File: src/rtl/lpkt_pkg.sv
// ----------------------------------------------------------------------------
// lpkt_pkg
// Types and codes shared by the linear-probing key table.
// ----------------------------------------------------------------------------
package lpkt_pkg;

    localparam int KEY_W    = 31;
    localparam int STATUS_W = 3;
    localparam int SLOT_W   = 12;

    localparam logic REQ_INSERT = 1'b0;
    localparam logic REQ_REMOVE = 1'b1;

    localparam logic [STATUS_W-1:0] ST_FOUND    = 3'd0;
    localparam logic [STATUS_W-1:0] ST_INSERTED = 3'd1;
    localparam logic [STATUS_W-1:0] ST_FULL     = 3'd2;
    localparam logic [STATUS_W-1:0] ST_REMOVED  = 3'd3;
    localparam logic [STATUS_W-1:0] ST_MISSED   = 3'd4;

    typedef struct packed {
        logic             req_type;
        logic [KEY_W-1:0] key;
    } req_t;

    typedef struct packed {
        logic [STATUS_W-1:0] status;
        logic [SLOT_W-1:0]   slot;
    } rsp_t;

    typedef struct packed {
        logic             valid;
        logic [KEY_W-1:0] key;
    } entry_t;

    typedef struct packed {
        logic load;
        logic clear_wr;
        logic home_ld;
        logic advance;
        logic finish;
    } cmd_t;

    typedef struct packed {
        logic clear_last;
        logic mod_done;
        logic term;
        logic res_free;
    } stat_t;

endpackage

File: src/rtl/lpkt_ctrl.sv
// ----------------------------------------------------------------------------
// lpkt_ctrl
// Sequencer for the key table: clearing pass, home slot, probe walk.
// ----------------------------------------------------------------------------
module lpkt_ctrl (
    input  logic           clk,
    input  logic           rst_n,
    input  logic           req_valid,
    output logic           req_ready,
    input  lpkt_pkg::stat_t st,
    output lpkt_pkg::cmd_t  cmd
);

    typedef enum logic [3:0] {
        S_CLEAR = 4'b0001,
        S_IDLE  = 4'b0010,
        S_HOME  = 4'b0100,
        S_CHECK = 4'b1000
    } state_t;

    state_t state_reg;
    state_t state_next;

    always_ff @(posedge clk or negedge rst_n)
    begin
        if (!rst_n)
        begin
            state_reg <= S_CLEAR;
        end
        else
        begin
            state_reg <= state_next;
        end
    end

    always_comb
    begin
        state_next = state_reg;
        cmd        = '0;
        req_ready  = 1'b0;
        unique case (state_reg)
            S_CLEAR:
            begin
                cmd.clear_wr = 1'b1;
                if (st.clear_last)
                begin
                    state_next = S_IDLE;
                end
            end
            S_IDLE:
            begin
                req_ready = 1'b1;
                if (req_valid)
                begin
                    cmd.load   = 1'b1;
                    state_next = S_HOME;
                end
            end
            S_HOME:
            begin
                if (st.mod_done)
                begin
                    cmd.home_ld = 1'b1;
                    state_next  = S_CHECK;
                end
            end
            S_CHECK:
            begin
                if (st.term)
                begin
                    if (st.res_free)
                    begin
                        cmd.finish = 1'b1;
                        state_next = S_IDLE;
                    end
                end
                else
                begin
                    cmd.advance = 1'b1;
                end
            end
            default:
            begin
                state_next = S_CLEAR;
            end
        endcase
    end

endmodule

File: config.mk
export PLATFORM = sky130hd
export DESIGN_NAME = lpkt_ctrl
export DESIGN_NICKNAME = d
export VERILOG_FILES = /design/src/rtl/lpkt_pkg.sv /design/src/rtl/lpkt_ctrl.sv
export SDC_FILE = /design/constraint.sdc
export NUM_CORES = 1
export LEC_CHECK = 0
export ABC_AREA = 1
export BUFFER_PORTS_ARGS = -buffer_cell sky130_fd_sc_hd__buf_2
export CORE_AREA = 2 2 39 41
export CTS_CLUSTER_DIAMETER = 40
export CTS_CLUSTER_SIZE = 12
export DETAILED_ROUTE_END_ITERATION = 10
export DIE_AREA = 0 0 41 43
export PLACE_DENSITY = 0.49
export SLEW_MARGIN = 5
export SYNTH_ARGS = -nofsm -noshare
export SYNTH_HDL_FRONTEND = slang
export SYNTH_SLANG_ARGS = --single-unit
File: constraint.sdc
create_clock -name clk -period 2.4 [get_ports clk]
set_clock_uncertainty 0.05 [all_clocks]
set_input_delay 0.48 -clock clk [delete_from_list [all_inputs] [get_ports clk]]
set_output_delay 0.48 -clock clk [all_outputs]
set_load 0.03 [all_outputs]
==> results by group <==
Drt
  – 1st-iter DRT viols: 9
  – Via count: 274
  – WL/cell: 7.83 um
  – Antenna Violating Nets Remaining: 0
  – Total Wirelength: 540 um
  – Drt first pass iters: 4
  – Remaining DRCs: 0
  – DR vias/cell: 3.97

Logic synthesis
  – YS warnings: 0
  – Ranking of synthesized cells by area: dfrtp_1 (29%), dfstp_2 (10%), nand3_1 (9.7%)
  – Post-synth top area share: ~29%
  – Syn nets: 43
  – Top cell type by total area after synthesis: dfrtp_1
  – FF+latch count, synth: 4
  – Sequential share of the synthesized area: 39.1%
  – Distinct cells, synth: 13
  – Avg Cell Area, Syn: 7.19 um^2
  – Mapped Area: 259 um^2
  – Syn Inst Count: 36

Finish
  – Max FFs per register: 4
  – Final instance area: 375 um^2
  – Share of layout cells above drive strength 1: 45.3%
  – Layout area overhead: 44.9%
  – Fill count: 152
  – Final non-filler cell total: 69
  – Commonest cells after routing, fill and taps aside: buf_2 (12), inv_1 (6), nor2_1 (6), nand3_1 (5)
  – Reg area: between 100 and 150 um^2
  – # diodes: 0
  – Fin nets: 61
  – Most common cell after layout, fill and taps aside: buf_2
  – Multi-input combinational cell area: about 130 um^2
  – Util after Layout: a little over a quarter

GRT
  – GRT Residual Overflow: 0
  – Largest net degree at the start of global routing: 6
  – Vias in the first global route: between 200 and 250
  – Initial antenna violation count: 0
  – GR Util All Layers: a little over 8%
  – First-pass GRT wire length: 910 um

Placed design
  – Inst Count DP: 64
  – Port Buffer Count: 12
  – Pre-CTS setup slack: 0.825 ns
  – Placed inst area: approximately 340 um^2
  – Detailed placement HPWL: 439 um
  – Final RePlAce weighted congestion: 0.738

Clock tree
  – Setup Buffers After CTS: 0
  – CTS tree: built
  – Clk Latency, worst-skew pair: approximately 0.24 ns
  – # clock sinks: 4
  – Root Buffer: clkbuf_4
  – CTS Buf Count: 3
  – Reg clk slew, reported paths: roughly 0.040 ns
  – H-tree Lvls: 1
  – Clk buf depth: 2

Power
  – Peak supply drop: 0.000360 V
  – Pwr/cell area: roughly 1100 nW/um^2
  – Power Total: 0.408 mW
  – Leakage: between 0.2 and 0.25 nW

Critical path
  – Crit-path slowest cell: dfrtp_1
  – Startpoint types: flip-flop
  – Crit Path Max Fanout: 5
  – Top delay family on crit path: simple AND/OR/NAND/NOR gates
  – CP required: about 1.9 ns
  – Worst path max stage delay: 0.40 ns
  – CP bufs+invs: 1
  – CP Cell Sequence: nor2_2 > nand3_1 > nor2_1 > buf_2
  – Setup Crit Path Kind: flip-flop to output pin
  – Endpoint class of the critical path: output pin
  – CP arrival: roughly 1.3 ns

Floorplanning
  – Starting density of the core: between 10% and 20%
  – Core area: ~1400 um^2
  – Die width: 41 um
  – Std-Cell Rows: 14
  – Full die area: 1760 um^2
  – Die height: around 43 um
  – I/O pins: 13

STA
  – FMAX: about 550 MHz
  – Normalized max-slew margin: 86.7%
  – Final setup viols: 0
  – RSZ-0062 raised after global routing: no
  – Final min period: around 1.8 ns
  – Slew of the pin with the lowest slew margin: between 0.15 and 0.2 ns
  – Worst hold margin: 0.471 ns
  – Final TNS setup: 0 ns
  – Tcrit/Tclk final: 75.6%
  – Final worst setup slack: 0.586 ns
  – Final Max Slew Viols: 0
  – Final hold vios: 0

Job
  – Max_cap viols: 0

Min path
  – Class of the worst hold path: input pin to flip-flop

Outcome
  – Status: complete, no violations
## power breakdown
group	switching [mW]	total [mW]	leakage [nW]	internal [mW]
Combinational	0.127	0.202	0.154	0.0747
Clock	0.0299	0.0924	0.0150	0.0625
Sequential	0.0180	0.114	0.0506	0.0958
Total	0.175	0.408	0.220	0.233
## cell usage after synthesis (all sizes together)
master,number
o21ai,2
dfrtp,3
nand3b,1
dfstp,1
nor2,10
nand2,5
o21bai,1
and2,1
nand3,5
inv,7
## layer usage
layer	global-route usage, %	up-vias	part of all wire (%)
met3	1.57	2	5.0
met4	10.0	0	2.6
li1	-	143	-
met5	0	-	0
met1	11.1	120	49
met2	8.75	9	43
## worst register-to-register path, stage by stage (launching register included)
cell	delay, ns
dfstp_2	0.53
inv_1	0.05
nor2_2	0.09
nand2_1	0.07
and2_4	0.16
nand3_1	0.06
nand2_1	0.06
## what timing repair did
action | CTS | global route
gates resized for setup | 0 | 0
hold buffers | 1 | 0
hold endpoints to repair | 3 | 0
## cells by family after synthesis
kind of cell           after synthesis  synth area share [%]
AOI/OAI and AO/OA                    3                  8.21
buffers and inverters                7                  10.1
DFF                                  4                  39.1
and+or+nand+nor                     22                  42.5
## layout make-up
type                            count  share of cell area (%)
Inverter                            7                    7.00
Tap cell                           16                    5.33
Clock buffer                        4                    7.00
Multi-Input combinational cell     25                    35.0
Timing Repair Buffer               13                    18.7
Sequential cell                     4                    27.0
## path summary, 6_finish.rpt
check | cells after the start | startpoint | slack [ns] | to
max | 4 | state_reg[2] | 0.59 | cmd[4]
min | 3 | st[3] | 0.47 | state_reg[0]
max reg2reg | 6 | state_reg[0] | 1.26 | state_reg[0]
min reg2reg | 3 | state_reg[1] | 0.56 | state_reg[0]
max in group asynchronous | 2 | rst_n | 1.56 | state_reg[0]
min in group asynchronous | 2 | rst_n | 0.52 | state_reg[3]
Power figures use the tool's default switching activity.
